File: src/hdl/assert_macros.svh
// Assertion helpers shared by the RTL files.
`ifndef ASSERT_MACROS_SVH
`define ASSERT_MACROS_SVH

// Assert a property on the rising clock edge, held off while reset is active.
`define LRCI_ASSERT(lbl, prop, msg) \
  lbl: assert property (@(posedge clk_i) disable iff (!rst_ni) prop) else $error(msg);

// Assert that an antecedent is followed by a consequent on the next edge.
`define LRCI_ASSERT_NEXT(lbl, ante, cons, msg) \
  `LRCI_ASSERT(lbl, (ante) |=> (cons), msg)

`endif

File: src/hdl/lrci_pkg.sv
// ----------------------------------------------------------------------------
// lrci_pkg
// Shared types and constants of the line rasterizer with color interpolation.
// ----------------------------------------------------------------------------
`timescale 1ns / 1ps
`default_nettype none

package lrci_pkg;

  // Command codes of an input word
  localparam logic CMD_LOAD = 1'b0;
  localparam logic CMD_STEP = 1'b1;

  // Fixed point weight and color channel sizes
  localparam int unsigned W_BITS  = 16;
  localparam int unsigned CH_BITS = 8;
  localparam int unsigned CH_NUM  = 4;

  // Controller to datapath commands
  typedef struct packed {
    logic take;        // latch an accepted input word
    logic prep;        // set up divider for the current pixel
    logic div_step;    // one restoring divide iteration
    logic blend_step;  // blend one color channel
    logic push;        // move the pixel into the output register
  } dp_cmd_t;

  // Datapath to controller status
  typedef struct packed {
    logic is_step;      // input word requests a pixel
    logic line_active;  // a line is loaded with pixels left
    logic den_zero;     // zero span, weight is zero
    logic div_last;     // final divide iteration
    logic blend_last;   // final channel
    logic out_free;     // output register empty
  } dp_stat_t;

endpackage

`default_nettype wire

File: src/hdl/lrci_ctrl.sv
// ----------------------------------------------------------------------------
// lrci_ctrl
// Sequencer: accept word, set up divide, divide, blend channels, emit pixel.
// ----------------------------------------------------------------------------
`timescale 1ns / 1ps
`default_nettype none

module lrci_ctrl (
  input  wire logic              clk_i,
  input  wire logic              rst_ni,
  input  wire logic              in_valid_i,
  output logic                   in_ready_o,
  input  wire lrci_pkg::dp_stat_t stat_i,
  output lrci_pkg::dp_cmd_t      cmd_o
);

  typedef enum logic [4:0] {
    S_IDLE  = 5'b00001,
    S_PREP  = 5'b00010,
    S_DIV   = 5'b00100,
    S_BLEND = 5'b01000,
    S_PUSH  = 5'b10000
  } state_e;

  state_e state_q, state_d;

  // Next state and commands
  always_comb begin
    state_d    = state_q;
    cmd_o      = '0;
    in_ready_o = 1'b0;
    case (state_q)
      S_IDLE: begin
        in_ready_o = 1'b1;
        if (in_valid_i) begin
          cmd_o.take = 1'b1;
          if (stat_i.is_step && stat_i.line_active) state_d = S_PREP;
        end
      end
      S_PREP: begin
        cmd_o.prep = 1'b1;
        state_d    = stat_i.den_zero ? S_BLEND : S_DIV;
      end
      S_DIV: begin
        cmd_o.div_step = 1'b1;
        if (stat_i.div_last) state_d = S_BLEND;
      end
      S_BLEND: begin
        cmd_o.blend_step = 1'b1;
        if (stat_i.blend_last) state_d = S_PUSH;
      end
      S_PUSH: begin
        if (stat_i.out_free) begin
          cmd_o.push = 1'b1;
          state_d    = S_IDLE;
        end
      end
      default: state_d = S_IDLE;
    endcase
  end

  always_ff @(posedge clk_i or negedge rst_ni) begin
    if (!rst_ni) begin
      state_q <= S_IDLE;
    end else begin
      state_q <= state_d;
    end
  end

endmodule

`default_nettype wire

File: src/hdl/lrci_dp.sv
// ----------------------------------------------------------------------------
// lrci_dp
// Datapath: octant fold, Bresenham walker, weight divider, channel blender.
// ----------------------------------------------------------------------------
`timescale 1ns / 1ps
`default_nettype none

module lrci_dp #(
  parameter int unsigned COORD_BITS = 12
) (
  input  wire logic                         clk_i,
  input  wire logic                         rst_ni,
  input  wire lrci_pkg::dp_cmd_t            cmd_i,
  output lrci_pkg::dp_stat_t                stat_o,
  input  wire logic                         cmd_bit_i,
  input  wire logic signed [COORD_BITS-1:0] start_x_i,
  input  wire logic signed [COORD_BITS-1:0] start_y_i,
  input  wire logic signed [COORD_BITS-1:0] finish_x_i,
  input  wire logic signed [COORD_BITS-1:0] finish_y_i,
  input  wire logic [31:0]                  start_rgba_i,
  input  wire logic [31:0]                  finish_rgba_i,
  output logic                              out_valid_o,
  input  wire logic                         out_ready_i,
  output logic signed [COORD_BITS-1:0]      pixel_x_o,
  output logic signed [COORD_BITS-1:0]      pixel_y_o,
  output logic [31:0]                       pixel_rgba_o,
  output logic                              last_o
);

  localparam int unsigned C    = COORD_BITS;
  localparam int unsigned DW   = C + 4;                    // decision terms
  localparam int unsigned QW   = C + 1 + lrci_pkg::W_BITS; // dividend
  localparam int unsigned CNTW = $clog2(QW + 1);

  // Line state
  logic signed [C-1:0]  orig_sx_q, orig_sy_q;
  logic signed [C:0]    major_q, minor_q;
  logic signed [DW-1:0] decision_q, diag_q, straight_q;
  logic [C:0]           left_q;
  logic                 mirror_x_q, mirror_y_q, swap_q, active_q, sel_y_q;
  logic [C-1:0]         den_q;
  logic [31:0]          color_a_q, color_b_q;

  // Current pixel
  logic signed [C-1:0]  pix_x_q, pix_y_q;
  logic                 pix_last_q;

  // Divider and blender
  logic [C:0]           rem_q;
  logic [QW-1:0]        quo_q;
  logic [CNTW-1:0]      cnt_q;
  logic [1:0]           ch_q;
  logic [31:0]          rgba_q;

  // Output register
  logic                 out_valid_q;
  logic signed [C-1:0]  out_x_q, out_y_q;
  logic [31:0]          out_rgba_q;
  logic                 out_last_q;

  // ---- load: fold into the first octant ----
  logic signed [C:0]    sx_e, sy_e, fx_e, fy_e, sxn, syn, fxn, fyn;
  logic signed [C+1:0]  ddx, ddy, dmaj, dmin;
  logic                 ld_mx, ld_my, ld_swap, ld_sel_y;
  logic signed [DW-1:0] dmaj_e, dmin_e;

  always_comb begin
    sx_e     = (C+1)'(start_x_i);
    sy_e     = (C+1)'(start_y_i);
    fx_e     = (C+1)'(finish_x_i);
    fy_e     = (C+1)'(finish_y_i);
    ld_mx    = finish_x_i < start_x_i;
    ld_my    = finish_y_i < start_y_i;
    sxn      = ld_mx ? -sx_e : sx_e;
    fxn      = ld_mx ? -fx_e : fx_e;
    syn      = ld_my ? -sy_e : sy_e;
    fyn      = ld_my ? -fy_e : fy_e;
    ddx      = (C+2)'(fxn) - (C+2)'(sxn);
    ddy      = (C+2)'(fyn) - (C+2)'(syn);
    ld_swap  = ddy > ddx;
    dmaj     = ld_swap ? ddy : ddx;
    dmin     = ld_swap ? ddx : ddy;
    dmaj_e   = DW'(dmaj);
    dmin_e   = DW'(dmin);
    ld_sel_y = start_y_i != finish_y_i;
  end

  // ---- step: unfold the walker position ----
  logic signed [C:0]   ux, uy, px, py;
  logic signed [C:0]   ndiff;
  logic [C:0]          num;

  always_comb begin
    ux    = swap_q ? minor_q : major_q;
    uy    = swap_q ? major_q : minor_q;
    px    = mirror_x_q ? -ux : ux;
    py    = mirror_y_q ? -uy : uy;
    ndiff = sel_y_q ? ((C+1)'(pix_y_q) - (C+1)'(orig_sy_q))
                    : ((C+1)'(pix_x_q) - (C+1)'(orig_sx_q));
    num   = ndiff[C] ? $unsigned(-ndiff) : $unsigned(ndiff);
  end

  // ---- restoring divide, one quotient bit per cycle ----
  logic [C:0]  trial, den_e;
  logic        fits;

  always_comb begin
    den_e = (C+1)'(den_q);
    trial = {rem_q[C-1:0], quo_q[QW-1]};
    fits  = trial >= den_e;
  end

  // ---- channel blend: s*2^16 + (e - s)*w + half ----
  logic [lrci_pkg::W_BITS-1:0] weight;
  logic [7:0]                  cs, ce;
  logic signed [8:0]           cdiff;
  logic signed [16:0]          w_s;
  logic signed [25:0]          prod, vsum;
  logic [7:0]                  chan;

  always_comb begin
    weight = (|quo_q[QW-1:lrci_pkg::W_BITS]) ? '1 : quo_q[lrci_pkg::W_BITS-1:0];
    cs     = color_a_q[ch_q*lrci_pkg::CH_BITS +: lrci_pkg::CH_BITS];
    ce     = color_b_q[ch_q*lrci_pkg::CH_BITS +: lrci_pkg::CH_BITS];
    cdiff  = $signed({1'b0, ce}) - $signed({1'b0, cs});
    w_s    = $signed({1'b0, weight});
    prod   = 26'(cdiff * w_s);
    vsum   = $signed({2'b00, cs, 16'h0000}) + prod + 26'sd32768;
    if (vsum[25]) begin
      chan = 8'h00;
    end else if (vsum[24]) begin
      chan = 8'hFF;
    end else begin
      chan = vsum[23:16];
    end
  end

  // Status
  always_comb begin
    stat_o.is_step     = cmd_bit_i == lrci_pkg::CMD_STEP;
    stat_o.line_active = active_q;
    stat_o.den_zero    = den_q == '0;
    stat_o.div_last    = cnt_q == CNTW'(1);
    stat_o.blend_last  = ch_q == 2'd0;
    stat_o.out_free    = !out_valid_q;
  end

  // Control state of the line
  always_ff @(posedge clk_i or negedge rst_ni) begin
    if (!rst_ni) begin
      active_q   <= 1'b0;
      mirror_x_q <= 1'b0;
      mirror_y_q <= 1'b0;
      swap_q     <= 1'b0;
      sel_y_q    <= 1'b0;
      left_q     <= '0;
    end else if (cmd_i.take) begin
      if (cmd_bit_i == lrci_pkg::CMD_LOAD) begin
        active_q   <= 1'b1;
        mirror_x_q <= ld_mx;
        mirror_y_q <= ld_my;
        swap_q     <= ld_swap;
        sel_y_q    <= ld_sel_y;
        left_q     <= dmaj[C:0] + (C+1)'(1);
      end else if (active_q) begin
        left_q <= left_q - (C+1)'(1);
        if (left_q <= (C+1)'(1)) active_q <= 1'b0;
      end
    end
  end

  // Walker and line payload
  always_ff @(posedge clk_i) begin
    if (cmd_i.take) begin
      if (cmd_bit_i == lrci_pkg::CMD_LOAD) begin
        orig_sx_q  <= start_x_i;
        orig_sy_q  <= start_y_i;
        color_a_q  <= start_rgba_i;
        color_b_q  <= finish_rgba_i;
        major_q    <= ld_swap ? syn : sxn;
        minor_q    <= ld_swap ? sxn : syn;
        decision_q <= (dmin_e <<< 1) - dmaj_e;
        diag_q     <= (dmin_e - dmaj_e) <<< 1;
        straight_q <= dmin_e <<< 1;
        den_q      <= ld_sel_y ? ddy[C-1:0] : ddx[C-1:0];
      end else if (active_q) begin
        pix_x_q    <= px[C-1:0];
        pix_y_q    <= py[C-1:0];
        pix_last_q <= left_q == (C+1)'(1);
        if (decision_q > 0) begin
          minor_q    <= minor_q + (C+1)'(1);
          decision_q <= decision_q + diag_q;
        end else begin
          decision_q <= decision_q + straight_q;
        end
        major_q <= major_q + (C+1)'(1);
      end
    end
  end

  // Divider and blender registers
  always_ff @(posedge clk_i) begin
    if (cmd_i.prep) begin
      rem_q  <= '0;
      quo_q  <= (den_q == '0) ? '0
              : ({num, {lrci_pkg::W_BITS{1'b0}}} + QW'(den_q >> 1));
      cnt_q  <= CNTW'(QW);
      ch_q   <= 2'(lrci_pkg::CH_NUM - 1);
    end else if (cmd_i.div_step) begin
      rem_q <= fits ? (trial - den_e) : trial;
      quo_q <= {quo_q[QW-2:0], fits};
      cnt_q <= cnt_q - CNTW'(1);
    end else if (cmd_i.blend_step) begin
      rgba_q <= {rgba_q[23:0], chan};
      ch_q   <= ch_q - 2'd1;
    end
  end

  // Output register
  always_ff @(posedge clk_i or negedge rst_ni) begin
    if (!rst_ni) begin
      out_valid_q <= 1'b0;
    end else if (cmd_i.push) begin
      out_valid_q <= 1'b1;
    end else if (out_ready_i) begin
      out_valid_q <= 1'b0;
    end
  end

  always_ff @(posedge clk_i) begin
    if (cmd_i.push) begin
      out_x_q    <= pix_x_q;
      out_y_q    <= pix_y_q;
      out_rgba_q <= rgba_q;
      out_last_q <= pix_last_q;
    end
  end

  assign out_valid_o  = out_valid_q;
  assign pixel_x_o    = out_x_q;
  assign pixel_y_o    = out_y_q;
  assign pixel_rgba_o = out_rgba_q;
  assign last_o       = out_last_q;

endmodule

`default_nettype wire

File: src/hdl/line_raster_color_interp_unit.sv
// ----------------------------------------------------------------------------
// line_raster_color_interp_unit
// Bresenham line walker with per-pixel RGBA interpolation.
//
//   channel  direction  handshake                word
//   in       input      in_valid_i / in_ready_o  cmd, endpoints, colors
//   out      output     out_valid_o / out_ready_i pixel x, y, rgba, last
//
// A load word is accepted and latched in the idle state. A step word is
// accepted, sets up the divider, runs COORD_BITS + 17 divide iterations
// for the weight, blends 4 channels and pushes the pixel. A zero-span
// line skips the divide. The output register lets a new word enter
// while a pixel waits; a step stalls before its push until that register
// drains.
// Reset clears the controller and the line's control state; no clearing pass is needed.
// ----------------------------------------------------------------------------
`timescale 1ns / 1ps
`default_nettype none
`include "assert_macros.svh"

module line_raster_color_interp_unit #(
  parameter int unsigned COORD_BITS = 12
) (
  input  wire logic                         clk_i,
  input  wire logic                         rst_ni,
  input  wire logic                         in_valid_i,
  output logic                              in_ready_o,
  input  wire logic                         cmd_i,
  input  wire logic signed [COORD_BITS-1:0] start_x_i,
  input  wire logic signed [COORD_BITS-1:0] start_y_i,
  input  wire logic signed [COORD_BITS-1:0] finish_x_i,
  input  wire logic signed [COORD_BITS-1:0] finish_y_i,
  input  wire logic [31:0]                  start_rgba_i,
  input  wire logic [31:0]                  finish_rgba_i,
  output logic                              out_valid_o,
  input  wire logic                         out_ready_i,
  output logic signed [COORD_BITS-1:0]      pixel_x_o,
  output logic signed [COORD_BITS-1:0]      pixel_y_o,
  output logic [31:0]                       pixel_rgba_o,
  output logic                              last_o
);

  lrci_pkg::dp_cmd_t  dp_cmd;
  lrci_pkg::dp_stat_t dp_stat;
  logic               idle_step;

  // Sequencer
  lrci_ctrl u_ctrl (
    .clk_i      (clk_i),
    .rst_ni     (rst_ni),
    .in_valid_i (in_valid_i),
    .in_ready_o (in_ready_o),
    .stat_i     (dp_stat),
    .cmd_o      (dp_cmd)
  );

  // Datapath
  lrci_dp #(
    .COORD_BITS (COORD_BITS)
  ) u_dp (
    .clk_i         (clk_i),
    .rst_ni        (rst_ni),
    .cmd_i         (dp_cmd),
    .stat_o        (dp_stat),
    .cmd_bit_i     (cmd_i),
    .start_x_i     (start_x_i),
    .start_y_i     (start_y_i),
    .finish_x_i    (finish_x_i),
    .finish_y_i    (finish_y_i),
    .start_rgba_i  (start_rgba_i),
    .finish_rgba_i (finish_rgba_i),
    .out_valid_o   (out_valid_o),
    .out_ready_i   (out_ready_i),
    .pixel_x_o     (pixel_x_o),
    .pixel_y_o     (pixel_y_o),
    .pixel_rgba_o  (pixel_rgba_o),
    .last_o        (last_o)
  );

  // Accepted step word with no line loaded
  assign idle_step = in_valid_i && in_ready_o && (cmd_i == lrci_pkg::CMD_STEP) &&
                     !dp_stat.line_active;

  // A step on an idle line produces nothing and leaves the input open
  `LRCI_ASSERT_NEXT(a_idle_step, idle_step, in_ready_o, "step without a line did not return to idle")
  // A new output word only appears after a push
  `LRCI_ASSERT(a_push_src, $rose(out_valid_o) |-> $past(dp_cmd.push), "output word without push")
  // Input is closed while the divider runs
  `LRCI_ASSERT(a_div_busy, dp_cmd.div_step |-> !in_ready_o, "input open during divide")

endmodule

`default_nettype wire
File: config.mk
export PLATFORM = sky130hd
export DESIGN_NAME = line_raster_color_interp_unit
export DESIGN_NICKNAME = d
export VERILOG_FILES = /design/src/hdl/lrci_pkg.sv /design/src/hdl/lrci_ctrl.sv /design/src/hdl/lrci_dp.sv /design/src/hdl/line_raster_color_interp_unit.sv
export VERILOG_INCLUDE_DIRS = /design/src /design/src/hdl
export SDC_FILE = /design/constraint.sdc
export NUM_CORES = 1
export LEC_CHECK = 0
export BUFFER_PORTS_ARGS = -buffer_cell sky130_fd_sc_hd__buf_4
export CORE_MARGIN = 1
export CORE_UTILIZATION = 50
export CTS_CLUSTER_SIZE = 30
export DETAILED_ROUTE_END_ITERATION = 8
export GPL_TIMING_DRIVEN = 1
export PLACE_DENSITY = 0.74
export SYNTH_ARGS = -nofsm -noshare
export SYNTH_HDL_FRONTEND = slang
export SYNTH_HIERARCHICAL = 1
export SYNTH_SLANG_ARGS = --single-unit
File: constraint.sdc
create_clock -name clk_i -period 21 [get_ports clk_i]
set_input_delay 3.15 -clock clk_i [delete_from_list [all_inputs] [get_ports clk_i]]
set_output_delay 3.15 -clock clk_i [all_outputs]
set_load 0.05 [all_outputs]
==> impl_metrics.json, run 1 <==
{
  "rsz0062_at_grt": "no",
  "cts_tree": "done",
  "initial_utilization_pct": 50.9,
  "syn_inst": 2795,
  "ys_warn_count": 6,
  "synth_edf_count": 312,
  "min_period_over_period_pct": 67.3,
  "cts_made_buffers": 41,
  "grt_pass1_wl_mm": 115,
  "postCtsHoldBufs": 0,
  "max_freq_ghz": 0.0707,
  "synth_seq_area_share_pct": 37.5,
  "status": "completed",
  "min_path_type": "register to register",
  "report.final.slew_viol_count": 0,
  "ys.flop_type": "edfxtp_1",
  "h-tree-depth": 2,
  "netlist_area_sq_um": 27600,
  "finalNonFillerCells": 3656,
  "endpoint_kind": "register",
  "skew_ns": 0.0349,
  "totalWireLength_mm": 72.1,
  "drive_above_1_share_pct": 13.3,
  "ys_seq_elements": 355,
  "path_class": "input pin to register",
  "globalRouteOverflowTotal": 0,
  "min_path_cells": 0,
  "grtUsageTotal_pct": 25.9,
  "cts_resized": 0,
  "num_io_pins": 176,
  "post-cts-setup-buffers": 0,
  "cts.sink_count": 355,
  "drc_errors": 0,
  "hold_violations": 0,
  "vias_per_cell": 5.83,
  "max_stage_delay_ns": 0.55,
  "ff2ff_path_depth": 34,
  "grt_pass1_vias": 21300,
  "die_y_microns": 237,
  "worst_slew_pin_slew_ns": 1.15,
  "syn_area_per_cell_sq_um": 9.86,
  "place_inst": 3583,
  "place.gp.congestion": 0.958,
  "port_buffers": 175,
  "min_period_ns": 14.14,
  "postRouteAntennaNets": 0,
  "cts-root-buf": "clkbuf_16",
  "num_vias": 21300,
  "die_width_microns": 237,
  "max_cap_viol_count": 0,
  "wl_per_cell_microns": 19.7,
  "hpwlAfterDp_mm": 55.5,
  "async_reset_ff_share_pct": 6.76,
  "detail_route.iter0.violations": 1973,
  "worstPathRequired_ns": 21.27,
  "clkSlewWorstSetupHoldPaths_ns": 0.06,
  "drtPass1Iterations": 6,
  "cts.path.max_buffers": 3,
  "num_antenna_cells": 0,
  "worst_path_most_repeated_cell": "o21a_1",
  "num-nets-final": 3350,
  "ys_types": 104,
  "syn-num-nets": 3215,
  "start_kind": "input pin",
  "syn_to_final_growth_pct": 11.9,
  "core_sq_um": 54100,
  "grt_start_max_net_pins": 87,
  "cp.arrival_ns": 14.41,
  "antenna_found_initial": 0,
  "relSlewSlack_pct": 23.3,
  "fp.dieArea_sq_um": 56100,
  "rows": 85,
  "cp_slowest_cell": "a21oi_1",
  "fin_tns_setup_ns": 0,
  "finalSetupViolCount": 0,
  "path_max_fanout": 29,
  "clk_latency_ns": 0.57
}
-- worst max-delay path, delay by kind of cell --
kind	cells	cell delay, ns
AO/OA/AOI/OAI	21	4.71
XOR/XNOR	2	0.33
adder cells (fa/ha/maj)	10	3.16
buffers and inverters	6	0.98
multiplexers	2	0.26
AND/OR/NAND/NOR	8	1.77
-- layout make-up --
| cell class | count | area, sq um |
|---|---|---|
| multi-input combinational | 2021 | 15600 |
| inverter | 307 | 1150 |
| sequential | 355 | 10400 |
| fill | 4556 | 23300 |
| timing repair buffer | 204 | 1530 |
| clock inverter | 27 | 297 |
| tap | 696 | 871 |
| clock buffer | 46 | 1050 |
-- cell usage after synthesis, drive strengths merged (57+ instances only) --
library cell / n / area, sq um
a21oi: 146 / 731
clkbuf: 74 / 278
edfxtp: 312 / 9370
fa: 113 / 2260
ha: 190 / 2380
inv: 301 / 1130
mux2i: 71 / 711
nand2: 225 / 847
nand3: 57 / 303
nor2: 240 / 901
o21ai: 179 / 896
xnor2: 126 / 1110
xor2: 70 / 613
-- cell families after synthesis --
kind of cell,synth area share [%]
and+or+nand+nor,14.2
xor gates and xnor gates,6.25
buffers and inverters,5.95
muxes,5.60
AOI/OAI and AO/OA,12.9
DFF,37.5
adders and majority gates,17.6
-- stage by stage --
step | utilization (%) | cell area (sq um) | setup slack, ns | hold WS [ns]
6_report | 57.0 | 30900 | 6.86 | 0.418
5_1_grt | 57.0 | 30900 | 6.17 | 0.429
4_1_cts | 57.0 | 30900 | 6.99 | 0.420
3_5_place_dp | 54.5 | 29500 | 6.44 | 0.406
3_3_place_gp | 54.5 | 29500 | 6.83 | 0.402
2_1_floorplan | - | 27600 | 6.76 | 0.400
-- final timing paths --
check,from,to,slack (ns)
max in group asynchronous,rst_ni,u_ctrl/state_q[0],18.13
hold / removal,u_dp/rgba_q[28],u_dp/pixel_rgba_o[28],0.42
hold reg to reg,u_dp/rgba_q[28],u_dp/pixel_rgba_o[28],0.42
setup reg to reg,u_dp/ch_q[0],u_dp/rgba_q[5],11.36
min in group asynchronous,rst_ni,u_dp/sel_y_q,2.51
setup / recovery,start_x_i[1],u_dp/decision_q[14],6.86
-- registers in the layout, summed over array words and instances (netlist names), 12 cells and up --
register,count
u_dp/rgba_q,32
u_dp/straight_q,14
u_dp/quo_q,29
u_dp/pix_x_q,12
u_dp/den_q,12
u_dp/pixel_x_o,12
u_dp/color_a_q,32
u_dp/orig_sx_q,12
u_dp/pixel_rgba_o,32
u_dp/orig_sy_q,12
u_dp/diag_q,15
u_dp/rem_q,12
u_dp/left_q,13
u_dp/pix_y_q,12
u_dp/decision_q,16
u_dp/major_q,12
u_dp/color_b_q,32
u_dp/minor_q,12
u_dp/pixel_y_o,12
-- routing by layer --
| metal | wire, microns | part of all wire (%) | vias up | GRT usage (%) |
|---|---|---|---|---|
| li1 | - | - | 10100 | - |
| met3 | 4720 | 6.6 | 128 | 4.09 |
| met1 | 31500 | 44 | 10300 | 35.2 |
| met4 | 1950 | 2.7 | 0 | 7.60 |
| met5 | 0 | 0 | - | 0 |
| met2 | 33900 | 47 | 778 | 42.6 |
-- cells in the final DEF, fill, tap and decap left out, types with 21 or more instances in the layout --
| cell type | synthesis | routed |
|---|---|---|
| a21oi_1 | 146 | 146 |
| a31oi_1 | 22 | 21 |
| buf_4 | 3 | 204 |
| clkbuf_16 | 0 | 41 |
| dfrtp_1 | 23 | 23 |
| edfxtp_1 | 312 | 312 |
| fa_1 | 113 | 113 |
| ha_1 | 190 | 190 |
| inv_1 | 297 | 296 |
| mux2_2 | 42 | 42 |
| mux2i_1 | 71 | 71 |
| nand2_1 | 224 | 224 |
| nand2b_1 | 53 | 53 |
| nand3_1 | 55 | 55 |
| nor2_1 | 240 | 239 |
| nor2b_1 | 29 | 29 |
| nor3_1 | 54 | 53 |
| nor4_1 | 23 | 23 |
| o21a_1 | 33 | 33 |
| o21ai_0 | 166 | 166 |
| or2_2 | 23 | 23 |
| xnor2_1 | 125 | 125 |
| xor2_1 | 70 | 70 |
Power of run 1 is left out: the tool's default activity adds up to more than one toggle a clock period on the data nets, which glitch-free logic cannot reach.
==> run 2: changes to the inputs <==
==> constraint.sdc (replaced) <==
create_clock -name clk_i -period 13.2 [get_ports clk_i]
set_input_delay 1.98 -clock clk_i [delete_from_list [all_inputs] [get_ports clk_i]]
set_output_delay 1.98 -clock clk_i [all_outputs]
set_load 0.05 [all_outputs]
==> run 2 against run 1 <==
  * Critical path depth increased by 1
  * Cell count increased by 0.36%
  * Clock-buffer cell count increased by 3
  * Register-to-register slack got worse by 7.8 ns
==> impl_metrics.json, run 2 (synthesized netlist as in run 1, its figures left out) <==
{
  "status": "completed",
  "post-cts-setup-buffers": 0,
  "cts_tree": "done",
  "cts_resized": 0,
  "ff2ff_path_depth": 34,
  "rsz0062_at_grt": "no",
  "hpwlAfterDp_mm": 56.2,
  "placed_area_sq_um": 29600,
  "place_inst": 3595,
  "h-tree-depth": 2,
  "clk_latency_ns": 0.57,
  "finalNonFillerCells": 3669,
  "final_common_cell": "edfxtp_1",
  "grtUsageTotal_pct": 25.9,
  "start_kind": "input pin",
  "num_antenna_cells": 0,
  "max_freq_ghz": 0.0824,
  "syn_to_final_growth_pct": 12.2,
  "die_width_microns": 237,
  "fp.dieArea_sq_um": 56100,
  "cts-root-buf": "clkbuf_16",
  "path_class": "input pin to register",
  "min_path_type": "register to register",
  "postRouteAntennaNets": 0,
  "num-nets-final": 3361,
  "grt_pass1_wl_mm": 114,
  "fin_tns_setup_ns": 0,
  "place.gp.congestion": 0.950,
  "hold_violations": 0,
  "max_stage_delay_ns": 0.48,
  "globalRouteOverflowTotal": 0,
  "grt_pass1_vias": 21100,
  "num_io_pins": 176,
  "finalSetupViolCount": 0,
  "totalWireLength_mm": 72.8,
  "wl_per_cell_microns": 19.8,
  "antenna_found_initial": 0,
  "die_y_microns": 237,
  "cp-endpoint": "u_dp/decision_q[14]",
  "r2r_start": "u_dp/ch_q[0]",
  "r2r-end": "u_dp/rgba_q[5]",
  "num_vias": 21300,
  "startpoint": "start_x_i[1]",
  "drtPass1Iterations": 5,
  "rows": 85,
  "worstPathRequired_ns": 13.46,
  "cp.arrival_ns": 12.39,
  "port_buffers": 175,
  "rrSetupSlack_ns": 3.55,
  "detail_route.iter0.violations": 1742,
  "vias_per_cell": 5.81,
  "preCtsSetupSlack_ns": 0.619,
  "worst_slew_pin_slew_ns": 1.18,
  "min_period_ns": 12.13,
  "grt_start_max_net_pins": 88,
  "cp_slowest_cell": "or3b_2",
  "drive_above_1_share_pct": 13.7,
  "report.final.slew_viol_count": 0,
  "worst_path_most_repeated_cell": "o21a_1",
  "min_period_over_period_pct": 91.9,
  "skew_ns": 0.0328,
  "core_sq_um": 54100,
  "drc_errors": 0,
  "max_cap_viol_count": 0,
  "relSlewSlack_pct": 21.6,
  "finalWorstSetupSlack_ns": 1.07,
  "endpoint_kind": "register",
  "cts.sink_count": 355,
  "fin_area_sq_um": 30900,
  "final_cell_mix": "edfxtp_1 (312), inv_1 (297), nor2_1 (239)",
  "cts.path.max_buffers": 3,
  "postCtsHoldBufs": 0,
  "cts_made_buffers": 40,
  "clkSlewWorstSetupHoldPaths_ns": 0.06,
  "initial_utilization_pct": 50.9,
  "path_max_fanout": 12
}
[run 2: cell count changes in the layout (fill, tap and decap cells not counted), sizes merged]
cell / delta
clkinv: -1
buf: +12
inv: -1
clkbuf: +3
[run 2: critical path, delay by kind of cell]
| kind | cells | cell delay (ns) |
|---|---|---|
| compound gates | 22 | 4.11 |
| fa+ha+maj | 8 | 2.53 |
| simple gates | 9 | 2.06 |
| xor+xnor | 3 | 0.71 |
| mux | 3 | 0.52 |
| buf+inv | 5 | 0.47 |
[run 2: worst min-delay path by stage]
stage               startpoint                    end  slack [ns]  depth (start not counted)
3_3_place_gp   u_dp/rgba_q[28]  u_dp/pixel_rgba_o[28]        0.40                          0
4_1_cts        u_dp/rgba_q[28]  u_dp/pixel_rgba_o[28]        0.41                          0
3_5_place_dp   u_dp/rgba_q[28]  u_dp/pixel_rgba_o[28]        0.41                          0
6_report       u_dp/rgba_q[28]  u_dp/pixel_rgba_o[28]        0.41                          0
2_1_floorplan  u_dp/pix_last_q            u_dp/last_o        0.40                          0
5_1_grt        u_dp/rgba_q[26]  u_dp/pixel_rgba_o[26]        0.42                          0
[run 2: cell type report]
type | instances | area, sq um
clock buffers | 49 | 1080
well taps | 696 | 871
inverters | 307 | 1150
multi-input cells | 2021 | 15600
flip-flops and latches | 355 | 10400
fillers | 4610 | 23200
clock inverters | 25 | 278
repair buffers | 216 | 1620
[run 2: layer usage]
metal | global-route usage (%) | wire length [microns] | part of all wire, % | up-vias
met5 | 0 | 0 | 0 | -
met4 | 8.32 | 2360 | 3.2 | 0
met3 | 4.36 | 4900 | 6.7 | 137
met2 | 43.2 | 34300 | 47 | 766
met1 | 34.4 | 31200 | 43 | 10300
li1 | - | - | - | 10100
[run 2: per-stage QoR]
step                      utilization, %  hold slack (ns)
after floorplan                        -            0.400
after global placement              54.7            0.400
after detailed placement            54.7            0.405
after CTS                           57.2            0.415
after global routing                57.2            0.422
final                               57.2            0.411
Power of run 2 is left out for the same reason.
